==> src/hdl/swr_pkg.sv <==
// Package: shared constants, codes and interface structs of the sequence receive window.
package swr_pkg;

  localparam int WINDOW    = 64;
  localparam int SLOT_W    = $clog2(WINDOW);
  localparam int DIST_W    = $clog2(WINDOW + 1);
  localparam int SEQ_W     = 64;
  localparam int ID_W      = 64;
  localparam int MAXGAP_W  = 7;
  localparam int STATUS_W  = 3;
  localparam int ADDR_W    = 5;
  localparam int DATA_W    = 64;

  localparam logic [STATUS_W-1:0] ST_IN_ORDER     = 3'd0;
  localparam logic [STATUS_W-1:0] ST_OUT_OF_ORDER = 3'd1;
  localparam logic [STATUS_W-1:0] ST_DUPLICATE    = 3'd2;
  localparam logic [STATUS_W-1:0] ST_STALE        = 3'd3;
  localparam logic [STATUS_W-1:0] ST_MALFORMED    = 3'd4;
  localparam logic [STATUS_W-1:0] ST_GAP          = 3'd5;
  localparam logic [STATUS_W-1:0] ST_SETTLED      = 3'd6;

  localparam logic KIND_OBSERVE = 1'b0;
  localparam logic KIND_SETTLE  = 1'b1;

  localparam logic [1:0] REG_SESSION = 2'd0;
  localparam logic [1:0] REG_EPOCH   = 2'd1;
  localparam logic [1:0] REG_MAX_GAP = 2'd2;

  localparam logic [MAXGAP_W-1:0] MAX_GAP_RESET = 7'd64;

  typedef struct packed {
    logic [ID_W-1:0]   session;
    logic [ID_W-1:0]   epoch;
    logic [DIST_W-1:0] gap;
  } cfg_t;

  typedef struct packed {
    logic capture;
    logic exec;
    logic scan;
  } cmd_t;

  typedef struct packed {
    logic settle_go;
    logic scan_hit;
  } sts_t;

endpackage

==> src/hdl/sequence_receive_window.sv <==
// An item is captured at the accepting edge and classified in the exec state; the result of
// an observe item, or of a settle of an old or unobserved sequence, is registered from there.
// Other settles run the settle scan, checking one slot per cycle; start is taken only when idle.
// The receiver cannot stall. Reset (rst_ni low, async) idles the control and clears the ack
// counter, both bitmaps and the session and epoch registers; the max gap register resets to 64.
// Top level: sequence receive window with configuration port.
module sequence_receive_window (
  input  logic                          clk_i,
  input  logic                          rst_ni,
  input  logic                          psel,
  input  logic                          penable,
  input  logic                          pwrite,
  input  logic [swr_pkg::ADDR_W-1:0]    paddr,
  input  logic [swr_pkg::DATA_W-1:0]    pwdata,
  output logic [swr_pkg::DATA_W-1:0]    prdata,
  output logic                          pready,
  input  logic                          start,
  output logic                          busy,
  input  logic                          kind_i,
  input  logic                          has_session_i,
  input  logic [swr_pkg::ID_W-1:0]      msg_session_i,
  input  logic [swr_pkg::ID_W-1:0]      msg_epoch_i,
  input  logic [swr_pkg::SEQ_W-1:0]     sequence_number_i,
  output logic                          done_o,
  output logic [swr_pkg::STATUS_W-1:0]  status_o,
  output logic [swr_pkg::SEQ_W-1:0]     acked_through_o
);

  swr_pkg::cfg_t cfg;
  swr_pkg::cmd_t cmd;
  swr_pkg::sts_t sts;

  swr_cfg u_cfg (
    .clk_i   (clk_i),
    .rst_ni  (rst_ni),
    .psel    (psel),
    .penable (penable),
    .pwrite  (pwrite),
    .paddr   (paddr),
    .pwdata  (pwdata),
    .prdata  (prdata),
    .pready  (pready),
    .cfg_o   (cfg)
  );

  swr_ctrl u_ctrl (
    .clk_i   (clk_i),
    .rst_ni  (rst_ni),
    .start_i (start),
    .sts_i   (sts),
    .cmd_o   (cmd),
    .busy_o  (busy)
  );

  swr_dp u_dp (
    .clk_i             (clk_i),
    .rst_ni            (rst_ni),
    .cmd_i             (cmd),
    .cfg_i             (cfg),
    .kind_i            (kind_i),
    .has_session_i     (has_session_i),
    .msg_session_i     (msg_session_i),
    .msg_epoch_i       (msg_epoch_i),
    .sequence_number_i (sequence_number_i),
    .sts_o             (sts),
    .done_o            (done_o),
    .status_o          (status_o),
    .acked_through_o   (acked_through_o)
  );

`ifndef SYNTH
  a_done_idle: assert property (@(posedge clk_i) disable iff (!rst_ni)
    done_o |-> !busy) else $error("result strobe while busy");

  a_accept_busy: assert property (@(posedge clk_i) disable iff (!rst_ni)
    (start && !busy) |=> busy) else $error("accepted item did not raise busy");

  a_observe_lat: assert property (@(posedge clk_i) disable iff (!rst_ni)
    (start && !busy && (kind_i == swr_pkg::KIND_OBSERVE)) |-> ##2 done_o)
    else $error("observe result not delivered after two cycles");

  a_scan_no_cmd_overlap: assert property (@(posedge clk_i) disable iff (!rst_ni)
    $countones({cmd.capture, cmd.exec, cmd.scan}) <= 1)
    else $error("controller issued overlapping commands");
`endif

endmodule

==> src/hdl/swr_cfg.sv <==
// Configuration registers behind the APB-style port.
module swr_cfg (
  input  logic                        clk_i,
  input  logic                        rst_ni,
  input  logic                        psel,
  input  logic                        penable,
  input  logic                        pwrite,
  input  logic [swr_pkg::ADDR_W-1:0]  paddr,
  input  logic [swr_pkg::DATA_W-1:0]  pwdata,
  output logic [swr_pkg::DATA_W-1:0]  prdata,
  output logic                        pready,
  output swr_pkg::cfg_t               cfg_o
);

  logic [swr_pkg::ID_W-1:0]     session_q, session_d;
  logic [swr_pkg::ID_W-1:0]     epoch_q, epoch_d;
  logic [swr_pkg::MAXGAP_W-1:0] max_gap_q, max_gap_d;
  logic [1:0]                   reg_idx;
  logic                         wr_en;

  assign pready  = 1'b1;
  assign reg_idx = paddr[4:3];
  assign wr_en   = psel && penable && pwrite;

  always_comb begin
    session_d = session_q;
    epoch_d   = epoch_q;
    max_gap_d = max_gap_q;
    if (wr_en) begin
      unique case (reg_idx)
        swr_pkg::REG_SESSION: session_d = pwdata;
        swr_pkg::REG_EPOCH:   epoch_d   = pwdata;
        swr_pkg::REG_MAX_GAP: max_gap_d = pwdata[swr_pkg::MAXGAP_W-1:0];
        default: ;
      endcase
    end
  end

  always_ff @(posedge clk_i or negedge rst_ni) begin
    if (!rst_ni) begin
      session_q <= '0;
      epoch_q   <= '0;
      max_gap_q <= swr_pkg::MAX_GAP_RESET;
    end else begin
      session_q <= session_d;
      epoch_q   <= epoch_d;
      max_gap_q <= max_gap_d;
    end
  end

  always_comb begin
    unique case (reg_idx)
      swr_pkg::REG_SESSION: prdata = session_q;
      swr_pkg::REG_EPOCH:   prdata = epoch_q;
      swr_pkg::REG_MAX_GAP: prdata = {{(swr_pkg::DATA_W-swr_pkg::MAXGAP_W){1'b0}}, max_gap_q};
      default:              prdata = '0;
    endcase
  end

  // gap limit saturates at the window size
  always_comb begin
    cfg_o.session = session_q;
    cfg_o.epoch   = epoch_q;
    if (max_gap_q > swr_pkg::MAXGAP_W'(swr_pkg::WINDOW)) begin
      cfg_o.gap = swr_pkg::DIST_W'(swr_pkg::WINDOW);
    end else begin
      cfg_o.gap = swr_pkg::DIST_W'(max_gap_q);
    end
  end

endmodule

==> src/hdl/swr_ctrl.sv <==
// Controller state machine: capture, classify and settle scan sequencing.
module swr_ctrl (
  input  logic          clk_i,
  input  logic          rst_ni,
  input  logic          start_i,
  input  swr_pkg::sts_t sts_i,
  output swr_pkg::cmd_t cmd_o,
  output logic          busy_o
);

  typedef enum logic [2:0] {
    S_IDLE = 3'b001,
    S_EXEC = 3'b010,
    S_SCAN = 3'b100
  } state_e;

  state_e state_q, state_d;

  always_comb begin
    state_d     = state_q;
    cmd_o       = '0;
    unique case (state_q)
      S_IDLE: begin
        if (start_i) begin
          cmd_o.capture = 1'b1;
          state_d       = S_EXEC;
        end
      end
      S_EXEC: begin
        cmd_o.exec = 1'b1;
        state_d    = sts_i.settle_go ? S_SCAN : S_IDLE;
      end
      S_SCAN: begin
        cmd_o.scan = 1'b1;
        if (!sts_i.scan_hit) begin
          state_d = S_IDLE;
        end
      end
      default: state_d = S_IDLE;
    endcase
  end

  always_ff @(posedge clk_i or negedge rst_ni) begin
    if (!rst_ni) begin
      state_q <= S_IDLE;
    end else begin
      state_q <= state_d;
    end
  end

  assign busy_o = (state_q != S_IDLE);

endmodule

==> src/hdl/swr_dp.sv <==
// Datapath: item capture, window classification, bitmaps and ack counter.
module swr_dp (
  input  logic                          clk_i,
  input  logic                          rst_ni,
  input  swr_pkg::cmd_t                 cmd_i,
  input  swr_pkg::cfg_t                 cfg_i,
  input  logic                          kind_i,
  input  logic                          has_session_i,
  input  logic [swr_pkg::ID_W-1:0]      msg_session_i,
  input  logic [swr_pkg::ID_W-1:0]      msg_epoch_i,
  input  logic [swr_pkg::SEQ_W-1:0]     sequence_number_i,
  output swr_pkg::sts_t                 sts_o,
  output logic                          done_o,
  output logic [swr_pkg::STATUS_W-1:0]  status_o,
  output logic [swr_pkg::SEQ_W-1:0]     acked_through_o
);

  logic [swr_pkg::SEQ_W-1:0]    ack_q, ack_d;
  logic [swr_pkg::SLOT_W-1:0]   ptr_q, ptr_d;
  logic [swr_pkg::WINDOW-1:0]   obs_q, obs_d;
  logic [swr_pkg::WINDOW-1:0]   set_q, set_d;

  logic                         kind_q, stale_q, malformed_q, le_q, dbig_q;
  logic [swr_pkg::DIST_W-1:0]   dlow_q;
  logic [swr_pkg::SLOT_W-1:0]   slot_q;

  logic                         res_valid_q, res_valid_d;
  logic [swr_pkg::STATUS_W-1:0] res_status_q, res_status_d;
  logic [swr_pkg::SEQ_W-1:0]    res_ack_q, res_ack_d;

  logic [swr_pkg::SEQ_W:0]      diff;
  logic                         far, seen, over_gap, scan_hit;

  // borrow of the subtraction flags seq < ack
  assign diff = {1'b0, sequence_number_i} - {1'b0, ack_q};

  always_ff @(posedge clk_i) begin
    if (cmd_i.capture) begin
      kind_q      <= kind_i;
      stale_q     <= !has_session_i || (msg_session_i != cfg_i.session);
      malformed_q <= (msg_epoch_i != cfg_i.epoch) || (sequence_number_i == '0);
      le_q        <= diff[swr_pkg::SEQ_W] || (diff[swr_pkg::SEQ_W-1:0] == '0);
      dbig_q      <= |diff[swr_pkg::SEQ_W-1:swr_pkg::DIST_W];
      dlow_q      <= diff[swr_pkg::DIST_W-1:0];
      slot_q      <= sequence_number_i[swr_pkg::SLOT_W-1:0];
    end
  end

  assign far      = dbig_q || (dlow_q > swr_pkg::DIST_W'(swr_pkg::WINDOW));
  assign seen     = !le_q && !far && obs_q[slot_q];
  assign over_gap = dbig_q || (dlow_q > cfg_i.gap);
  assign scan_hit = set_q[ptr_q];

  assign sts_o.settle_go = cmd_i.exec && (kind_q == swr_pkg::KIND_SETTLE) && !le_q && seen;
  assign sts_o.scan_hit  = scan_hit;

  always_comb begin
    ack_d        = ack_q;
    ptr_d        = ptr_q;
    obs_d        = obs_q;
    set_d        = set_q;
    res_valid_d  = 1'b0;
    res_status_d = res_status_q;
    res_ack_d    = res_ack_q;
    if (cmd_i.exec) begin
      res_ack_d = ack_q;
      if (kind_q == swr_pkg::KIND_OBSERVE) begin
        res_valid_d = 1'b1;
        priority if (stale_q) begin
          res_status_d = swr_pkg::ST_STALE;
        end else if (malformed_q) begin
          res_status_d = swr_pkg::ST_MALFORMED;
        end else if (le_q || seen) begin
          res_status_d = swr_pkg::ST_DUPLICATE;
        end else if (over_gap) begin
          res_status_d = swr_pkg::ST_GAP;
        end else begin
          obs_d[slot_q] = 1'b1;
          res_status_d  = (dlow_q == swr_pkg::DIST_W'(1)) ?
                          swr_pkg::ST_IN_ORDER : swr_pkg::ST_OUT_OF_ORDER;
        end
      end else begin
        priority if (le_q) begin
          res_valid_d  = 1'b1;
          res_status_d = swr_pkg::ST_SETTLED;
        end else if (!seen) begin
          res_valid_d  = 1'b1;
          res_status_d = swr_pkg::ST_GAP;
        end else begin
          set_d[slot_q] = 1'b1;
        end
      end
    end else if (cmd_i.scan) begin
      if (scan_hit) begin
        set_d[ptr_q] = 1'b0;
        obs_d[ptr_q] = 1'b0;
        ack_d        = ack_q + swr_pkg::SEQ_W'(1);
        ptr_d        = (ptr_q == swr_pkg::SLOT_W'(swr_pkg::WINDOW - 1)) ?
                       '0 : ptr_q + swr_pkg::SLOT_W'(1);
      end else begin
        res_valid_d  = 1'b1;
        res_status_d = swr_pkg::ST_SETTLED;
        res_ack_d    = ack_q;
      end
    end
  end

  always_ff @(posedge clk_i or negedge rst_ni) begin
    if (!rst_ni) begin
      ack_q       <= '0;
      ptr_q       <= swr_pkg::SLOT_W'(1);
      obs_q       <= '0;
      set_q       <= '0;
      res_valid_q <= 1'b0;
    end else begin
      ack_q       <= ack_d;
      ptr_q       <= ptr_d;
      obs_q       <= obs_d;
      set_q       <= set_d;
      res_valid_q <= res_valid_d;
    end
  end

  always_ff @(posedge clk_i) begin
    res_status_q <= res_status_d;
    res_ack_q    <= res_ack_d;
  end

  assign done_o          = res_valid_q;
  assign status_o        = res_status_q;
  assign acked_through_o = res_ack_q;

endmodule
==> config.mk <==
export PLATFORM = sky130hd
export DESIGN_NAME = sequence_receive_window
export DESIGN_NICKNAME = d
export VERILOG_FILES = /design/src/hdl/swr_pkg.sv /design/src/hdl/sequence_receive_window.sv /design/src/hdl/swr_cfg.sv /design/src/hdl/swr_ctrl.sv /design/src/hdl/swr_dp.sv
export SDC_FILE = /design/constraint.sdc
export NUM_CORES = 1
export LEC_CHECK = 0
export ABC_AREA = 1
export BUFFER_PORTS_ARGS = -buffer_cell sky130_fd_sc_hd__buf_4
export CAP_MARGIN = 25
export CORE_MARGIN = 8
export CORE_UTILIZATION = 53
export DETAILED_ROUTE_END_ITERATION = 6
export PLACE_DENSITY = 0.77
export REMOVE_ABC_BUFFERS = 1
export SETUP_SLACK_MARGIN = 0.3
export SYNTH_ARGS = -nofsm -noshare
export SYNTH_HDL_FRONTEND = slang
export SYNTH_SLANG_ARGS = --single-unit
==> constraint.sdc <==
create_clock -name clk_i -period 6.5 [get_ports clk_i]
set_input_delay 0.65 -clock clk_i [delete_from_list [all_inputs] [get_ports clk_i]]
set_output_delay 0.65 -clock clk_i [all_outputs]
set_load 0.01 [all_outputs]
### After elaboration in Yosys (flattened, before gate mapping)

Index checks and enable logic that the tools add are counted.

| cells by class | value |
|---|---|
| $lt $le $gt $ge | 7 |
| reductions and logical operators | 33 |
| bitwise gates (word level) | 6 |
| multiplexer cells | 53 |
| equality and inequality tests | 22 |
| $add $sub $neg | 3 |

Operator list:

| kind | count |
|---|---|
| $mux 64 | 17 |
| $pmux 64 s3 | 1 |
| $and 64x64->64 | 2 |
| $logic_not 64->1 | 2 |
| $ne 64x64->1 | 2 |
| $or 64x64->64 | 2 |
| $sub 64x64->65 | 1 |
| $add 64x1->64 const B | 1 |
| $not 64->64 | 1 |
| $reduce_or 57->1 | 1 |
| $mux 3 | 13 |
| $ne 2x2->1 const B | 10 |
| $mux 1 | 15 |
| $gt 7x7->1 const B | 2 |
| $lt 6x7->1 const B | 2 |
| $bmux 1 s6 | 2 |
| $demux 1 s6 | 2 |
| $ge 6x1->1 const B | 2 |
| $reduce_and 2->1 | 5 |
| $logic_and 1x1->1 | 9 |
| $pmux 3 s3 | 1 |
| $eq 7x1->1 const B | 1 |
| $gt 7x7->1 | 1 |
| $mux 7 | 1 |
| other kinds (19) | 28 |

| storage, ports and cells | value |
|---|---|
| bits in registers | 422 |
| input port bits | 269 |
| logic and storage cells | 142 |

### Depth between registers and ports, before layout

Gate-level depths: netlist of run 1.

| logic depth | value |
|---|---|
| word-level depth | 11 |
| gate-level depth with buffers | 22 |
| gate-level depth less buffers | 22 |

### Hierarchy

A second synthesis of run 1 with hierarchy kept.

| unflattened totals | value |
|---|---|
| cells, all modules | 4,456 |
| area, all modules | 29,712.2 um^2 |

By module, submodules not included:

| module | times used | cells an instance | area an instance (um^2) |
|---|---|---|---|
| swr_dp | 1 | 3,751 | 23,651.4 |
| swr_cfg | 1 | 686 | 5,898.2 |
| swr_ctrl | 1 | 19 | 162.7 |

### Worst setup path after synthesis of run 1

No wires, ideal clock.

| timing path | value |
|---|---|
| path kind | register to register |
| start | reg u_dp.ptr_q[0] in the netlist's numbering |
| end | reg u_dp.res_status_q, in the netlist u_dp.status_o[0], enable pin |
| setup time | 322 ps |
| cell stages (with the launch flop) | 14 |
| path slack | -445 ps |
| arrival time | 6,623 ps |
| period minus slack after synthesis | 6,945 ps |
| data required time | 6,178 ps |
| path through | dfstp_2 -> inv_2 -> nand3_1 -> buf_2 -> o21ai_0 -> a21oi_1 -> nand2_1 -> o21ai_0 -> nand2_1 -> nor2_1 -> nand2_2 -> o21ai_0 -> nand2_1 -> inv_1 |

| on the way | value |
|---|---|
| cells in the longest elaborated chain, start to end | 4 |

RTL lines:

| element | line | source |
|---|---|---|
| start: declaration | swr_dp.sv:19 | `logic [swr_pkg::SLOT_W-1:0] ptr_q, ptr_d;` |
| start signal: assignment | swr_dp.sv:111 | `ptr_q <= swr_pkg::SLOT_W'(1);` |
| start signal: assignment | swr_dp.sv:117 | `ptr_q <= ptr_d;` |
| $bmux 1 s6 | swr_dp.sv:52 | `assign scan_hit = set_q[ptr_q];` |
| $mux 1 (implied by the code) | swr_dp.sv:52 |  |
| $ne 2x1->1 (no source line) | -- |  |
| $reduce_and 3->1 (no source line) | -- |  |
| end signal: assignment | swr_dp.sv:125 | `res_status_q <= res_status_d;` |
| end: declaration | swr_dp.sv:28 | `logic [swr_pkg::STATUS_W-1:0] res_status_q, res_status_d;` |

No other way between the ends. The select of a mux whose other input is x is not followed.
A chain may end at the register's enable or synchronous reset.

### Worst setup path after layout of run 1

| timing path | value |
|---|---|
| start | reg u_dp.ptr_q[2] in the netlist's numbering |
| end | reg u_dp.ack_q[48] in the netlist's numbering |

| on the way | value |
|---|---|
| cells in the longest elaborated chain, start to end | 3 |

RTL lines:

| element | line | source |
|---|---|---|
| $bmux 1 s6 | swr_dp.sv:52 |  |
| $mux 1 (implied by the code) | swr_dp.sv:52 |  |
| $reduce_and 3->1 (no source line) | -- |  |
| end signal: assignment | swr_dp.sv:116 | `ack_q <= ack_d;` |
| end: declaration | swr_dp.sv:18 | `logic [swr_pkg::SEQ_W-1:0] ack_q, ack_d;` |

No other way between the ends. The select of a mux whose other input is x is not followed.

==> flow_summary.yaml, run 1 <==
synth:
  muxShareOfSynthArea_pct: 0
  synth_cell_types: 56
  synth_top_family_by_area: "simple AND/OR/NAND/NOR gates"
  avgSynthCellArea_um2: 6.785
  synth-seq-cells: 422
  synth_xor_area_share_pct: 3.391
  ys_seq_area_share_pct: 37.99
  synth_compound_area_share_pct: 14.27
  synth_edf_count: 85
  async_flop_share_pct: 79.86
  synth_area_mm2: 0.02892
  synthCells: 4263
  synthSimpleGateAreaFrac_pct: 30.71
  yosysWarnings: 0
  synth-main-ff-cell: "dfrtp_1"
  yosys.area_share.adder_pct: 3.227
finish:
  multi_input_area_mm2: 0.01499
  utilization_pct: 63.89
  instances_no_fill: 5371
  design_area_mm2: 0.03445
  layout_common_cells: "nand2_1 (1346), inv_1 (631), o21ai_0 (434)"
  fillers: 4984
  seq_area_mm2: 0.01099
  nNetsFinal: 4973
  final_common_cell: "nand2_1"
  drive_above_1_share_pct: 11.96
  syn_to_final_growth_pct: 19.10
critical_path:
  startpoint_type: "register"
  crit_buf_inv: 3
  reg2reg_slack_ns: 2.04
  cp_cell_sequence: "nand2_1 -> nor2_2 -> clkinv_1 -> o221ai_1 -> o21ai_0 -> nand2_1 -> nor2_1 -> nand2_2 -> nand2_2 -> inv_2 -> buf_4 -> nand3_1 -> nand2_1 -> nand2_1"
  critPathCaptureType: "register"
  timing.rr.start: "u_dp.ptr_q[2]$_DFFE_PN0P_"
  crit_required_ns: 6.99
  regToRegEndpoint: "u_dp.ack_q[48]$_DFFE_PN0P_"
  reg2regPathDepth: 14
  cp-startpoint: "u_dp.ptr_q[2]$_DFFE_PN0P_"
  crit_arrival_ns: 4.94
  cp_slowest_stage_delay_ns: 0.71
  crit_fanout: 42
  path_depth: 14
  path_class: "register to register"
  crit_top_cell: "nand2_1"
  cp-endpoint: "u_dp.ack_q[48]$_DFFE_PN0P_"
  critical-path-slowest-cell: "inv_2"
  crit_family: "buffers and inverters"
placement:
  dp_hpwl_mm: 90.75
  placed_cell_area_mm2: 0.03254
  port_buffers: 398
  dp.cells: 5272
  place_congestion: 1.042
floorplanning:
  chipWidth_um: 249.6
  die_h_um: 249.6
  initial_core_util_pct: 53.64
  core_mm2: 0.05392
  io_pins: 403
  std_cell_rows: 85
  dieArea_mm2: 0.06231
run:
  cap_violations: 0
sta:
  tightest_slew_ns: 1.008
  fin_tns_setup_ns: 0
  fmax_ghz: 0.2242
  whs_ns: 0.03997
  hold_viol: 0
  fin_crit_sh_pct: 68.61
  slew_violations: 0
  rsz0062_at_grt: "no"
  finalSetupViolCount: 0
  finalClockSkew_ns: 0.03459
  relSlewSlack_pct: 32.69
  period_minus_slack_ns: 4.460
clock_tree:
  path_clk_slew_ns: 0.06
  cts_max_level: 2
  cts_tree: "yes"
  clock_latency_ns: 0.62
  clock_sinks: 422
  cts_hold_buf: 0
  root_buffer: "clkbuf_16"
  clockBufferDepth: 3
  cts_setup_buffers: 0
  cts_inserted_buffers: 50
  cts_repair_resize_count: 0
power:
  power.density_mw_per_mm2: 238.2
  ir_worst_vdd_mv: 0.2462
  leakagePower_nw: 16.93
grt:
  grt_pass1_vias: 29210
  track_usage_pct: 36.49
  grt_pass1_wl_mm: 175.6
  grt-ovfl-total: 0
  grt_max_degree: 168
  antenna_found_initial: 7
drt:
  dr.pass1.iters: 7
  avgViaCountPerCell: 5.798
  dr_total_vias: 31140
  drc: 0
  drtIter0Drc: 3870
  drt_wl_total_mm: 118.0
  wl_per_cell_um: 21.97
  postRouteAntennaNets: 0
outcome:
  outcome: "finished clean"
hold_path:
  hold_path_class: "primary input to asynchronous set/reset pin"
[state kept, by name, summed over array words and instances, names as in the netlist, 3 cells and up]
name,flops
u_dp.ptr_q,6
u_dp.slot_q,6
u_ctrl.state_q,3
u_cfg.epoch_q,64
u_dp.acked_through_o,64
u_dp.obs_q,64
u_dp.set_q,64
u_dp.dlow_q,7
u_cfg.max_gap_q,7
u_dp.status_o,3
u_dp.ack_q,64
u_cfg.session_q,64
[cell type report]
cell class	count	area share [%]
multi-input cells	3077	43.52
clock buffers	57	3.770
flip-flops and latches	422	31.90
well taps	696	2.528
inverters	646	7.039
repair buffers	433	9.647
diodes	3	0.02179
clock inverters	37	1.576
[cell families (layout without fill, tap and decap cells)]
kind of cell / count (synthesis) / after routing
DFF: 422 / 422
xor gates and xnor gates: 112 / 112
buffers and inverters: 764 / 1173
and+or+nand+nor: 2155 / 2155
adders and majority gates: 74 / 74
other: 1 / 4
AOI/OAI and AO/OA: 735 / 735
[metrics by stage]
stage / setup WS (ns) / total power, mW
6_report: 2.040 / 8.205
5_1_grt: 1.790 / 8.496
4_1_cts: 2.139 / 8.162
3_5_place_dp: 2.208 / 5.014
3_3_place_gp: 2.141 / 4.987
2_1_floorplan: -3.817 / 4.148
[report_power, final]
part,leakage (nW),switching [mW],internal (mW)
Clock,0.897,1.25,1.93
Sequential,5.32,0.232,3.01
Combinational,10.7,1.16,0.629
Total,16.9,2.64,5.56
[how the worst min path moves through the flow]
stage                               start  depth (start not counted)                             to  slack (ns)
3_5_place_dp   u_dp.set_q[46]$_DFFE_PN0P_                          2     u_dp.set_q[46]$_DFFE_PN0P_        0.46
6_report                           rst_ni                          1  u_cfg.epoch_q[13]$_DFFE_PN0P_        0.04
3_3_place_gp   u_dp.set_q[53]$_DFFE_PN0P_                          2     u_dp.set_q[53]$_DFFE_PN0P_        0.46
4_1_cts                            rst_ni                          1  u_cfg.epoch_q[13]$_DFFE_PN0P_        0.12
5_1_grt                            rst_ni                          1  u_cfg.epoch_q[13]$_DFFE_PN0P_        0.12
2_1_floorplan                      rst_ni                          0   u_cfg.epoch_q[0]$_DFFE_PN0P_        0.35
[cell usage after synthesis (47+ instances only)]
master       n  share of area, %
nand2_1   1348                17
inv_1      631               8.2
o21ai_0    435               7.5
nor2_1     377               4.9
dfrtp_1    334                29
nand3_1    195               3.4
a21oi_1     90               1.6
edfxtp_1    85               8.8
xor2_1      76               2.3
ha_1        73               3.2
nand4_1     71               1.5
nor3_1      71               1.2
clkbuf_1    67              0.87
o22ai_1     47               1.0
[layer usage]
metal / vias to the layer above / part of all wire (%) / wire (µm) / track usage (%)
met5: - / 0.019 / 23 / 0
met4: 4 / 4.7 / 5496 / 15.45
met3: 308 / 10 / 12280 / 7.379
met2: 1705 / 45 / 52990 / 57.20
met1: 14610 / 40 / 47190 / 48.90
li1: 14520 / - / - / -
(Power assumes the default switching activity.)
==> run 2: changes to the inputs <==
clock period = 3.6 ns   (was 6.5 ns; I/O delays follow)
==> run 2 against run 1 <==
Compared with the run above: power is 77% higher; sequential power rose by 81%; die area is the same; combinational power rose by 88%; flip-flop and latch count did not move; first-iteration DRC count is 4.8% lower; cell area grew 2.0%; routed wire length up 1.2%; sequential share of layout area is 0.62 points lower; critical endpoint is now u_dp.dbig_q$_DFFE_PP_; largest power group unchanged; highest routed layer unchanged.
==> flow_summary.yaml, run 2 (synthesis gave the netlist of run 1 again) <==
outcome:
  outcome: "finished clean"
critical_path:
  crit_family: "simple AND/OR/NAND/NOR gates"
  critPathCaptureType: "register"
  cp_slowest_stage_delay_ns: 0.41
  crit_required_ns: 3.95
  crit_buf_inv: 1
  crit_top_cell: "nand2_1"
  path_class: "register to register"
  crit_arrival_ns: 3.59
  critical-path-slowest-cell: "dfrtp_1"
  cp_cell_sequence: "ha_1 -> fa_1 -> inv_1 -> nand3_2 -> nand2_2 -> nand2_1 -> nand2_1 -> nand2_1 -> nand2_1 -> nand2_1 -> nand2_1 -> nand2_1 -> nand2_1 -> nand3_1 -> nor2_1 -> nand3_1 -> nor2_4 -> nor2b_1 -> nand2_1"
  crit_fanout: 5
  startpoint_type: "register"
drt:
  avgViaCountPerCell: 5.751
  dr_total_vias: 31310
  postRouteAntennaNets: 0
  wl_per_cell_um: 21.92
  drtIter0Drc: 3686
  drt_wl_total_mm: 119.3
  dr.pass1.iters: 6
  drc: 0
power:
  total_power_mw: 14.51
  leakagePower_nw: 17.30
  power_frac_seq_pct: 40.4
  p_switching_mw: 4.792
  p_sw_share_pct: 33.04
  power.share.clock_pct: 36.4
  ir_worst_vdd_mv: 0.4732
  power.density_mw_per_mm2: 412.8
  pwr-share-comb_pct: 23.2
  intPower_mw: 9.713
sta:
  fmax_ghz: 0.3093
  finalSetupViolCount: 0
  hold_viol: 0
  period_minus_slack_ns: 3.233
  finalClockSkew_ns: 0.02943
  whs_ns: 0.01848
  rsz0062_at_grt: "yes"
  fin_ws_ns: 0.3665
  tightest_slew_ns: 0.8978
  relSlewSlack_pct: 39.60
  fin_crit_sh_pct: 89.82
  fin_tns_setup_ns: 0
  slew_violations: 0
finish:
  drive_above_1_share_pct: 13.72
  layout_common_cells: "nand2_1 (1345), inv_1 (629), buf_4 (485)"
  design_area_mm2: 0.03514
  fillers: 4977
  final_common_cell: "nand2_1"
  seq_area_mm2: 0.01099
  utilization_pct: 65.16
  instances_no_fill: 5444
  multi_input_area_mm2: 0.01506
  syn_to_final_growth_pct: 21.48
  nNetsFinal: 5049
clock_tree:
  clock_latency_ns: 0.63
  clock_sinks: 422
  cts_max_level: 2
  root_buffer: "clkbuf_16"
  cts_tree: "yes"
  path_clk_slew_ns: 0.06
  clockBufferDepth: 3
  cts_inserted_buffers: 48
placement:
  port_buffers: 398
  dp.cells: 5336
  placed_cell_area_mm2: 0.03319
  place_ws_ns: 0.1470
  place_congestion: 1.043
  dp_hpwl_mm: 93.41
hold_path:
  hold_path_class: "primary input to register"
floorplanning:
  die_h_um: 249.6
  initial_core_util_pct: 53.64
  std_cell_rows: 85
  chipWidth_um: 249.6
  dieArea_mm2: 0.06231
  io_pins: 403
  core_mm2: 0.05392
run:
  cap_violations: 0
grt:
  grt_max_degree: 103
  track_usage_pct: 36.72
  antenna_found_initial: 6
  grt_pass1_vias: 29000
  grt-ovfl-total: 0
  grt_pass1_wl_mm: 175.9
==> run 2: worst paths after layout <==
check,from,to,slack [ns],cells after the start
max,u_dp.ack_q[0]$_DFFE_PN0P_,u_dp.dbig_q$_DFFE_PP_,0.37,19
min,pwdata[25],u_cfg.epoch_q[25]$_DFFE_PN0P_,0.02,3
max reg2reg,u_dp.ack_q[0]$_DFFE_PN0P_,u_dp.dbig_q$_DFFE_PP_,0.37,19
min reg2reg,u_cfg.epoch_q[60]$_DFFE_PN0P_,u_cfg.epoch_q[60]$_DFFE_PN0P_,0.48,2
max in group asynchronous,rst_ni,u_cfg.epoch_q[17]$_DFFE_PN0P_,2.19,3
min in group asynchronous,rst_ni,u_cfg.session_q[27]$_DFFE_PN0P_,0.33,2
==> run 2: per-layer routing <==
layer	vias to the layer above	wire length, µm	part of all wire (%)	GRT usage [%]
li1	14690	-	-	-
met1	14590	48300	40	49.29
met2	1696	53590	45	58.79
met3	325	12030	10	6.703
met4	4	5400	4.5	13.88
met5	-	24	0.020	0
==> run 2: cell type report <==
type | count | area share (%)
Sequential cell | 422 | 31.28
Antenna cell | 2 | 0.01424
Tap cell | 696 | 2.478
Multi-Input combinational cell | 3077 | 42.87
Inverter | 646 | 6.923
Clock inverter | 25 | 0.9330
Clock buffer | 65 | 3.885
Timing Repair Buffer | 511 | 11.62
==> run 2: repair_timing <==
item / in CTS / in global routing
hold buffers: 8 / 0
endpoints found under the hold margin: 100 / 0
setup endpoints to repair: 1 / 101
buffers inserted: 0 / 7
gates resized for setup: 1 / 21
==> run 2: power groups by stage <==
stage | logic (mW) | registers (mW) | clock network (mW)
2_1_floorplan | 1.65 | 5.84 | 0
5_1_grt | 3.63 | 5.90 | 5.47
3_3_place_gp | 3.20 | 5.90 | 0
3_5_place_dp | 3.24 | 5.92 | 0
6_report | 3.37 | 5.86 | 5.28
4_1_cts | 3.27 | 5.84 | 5.31
==> run 2: tightest hold or removal path, stage by stage <==
cell and delay (ns):
buf_4 0.10, inv_1 0.05, o21ai_0 0.07
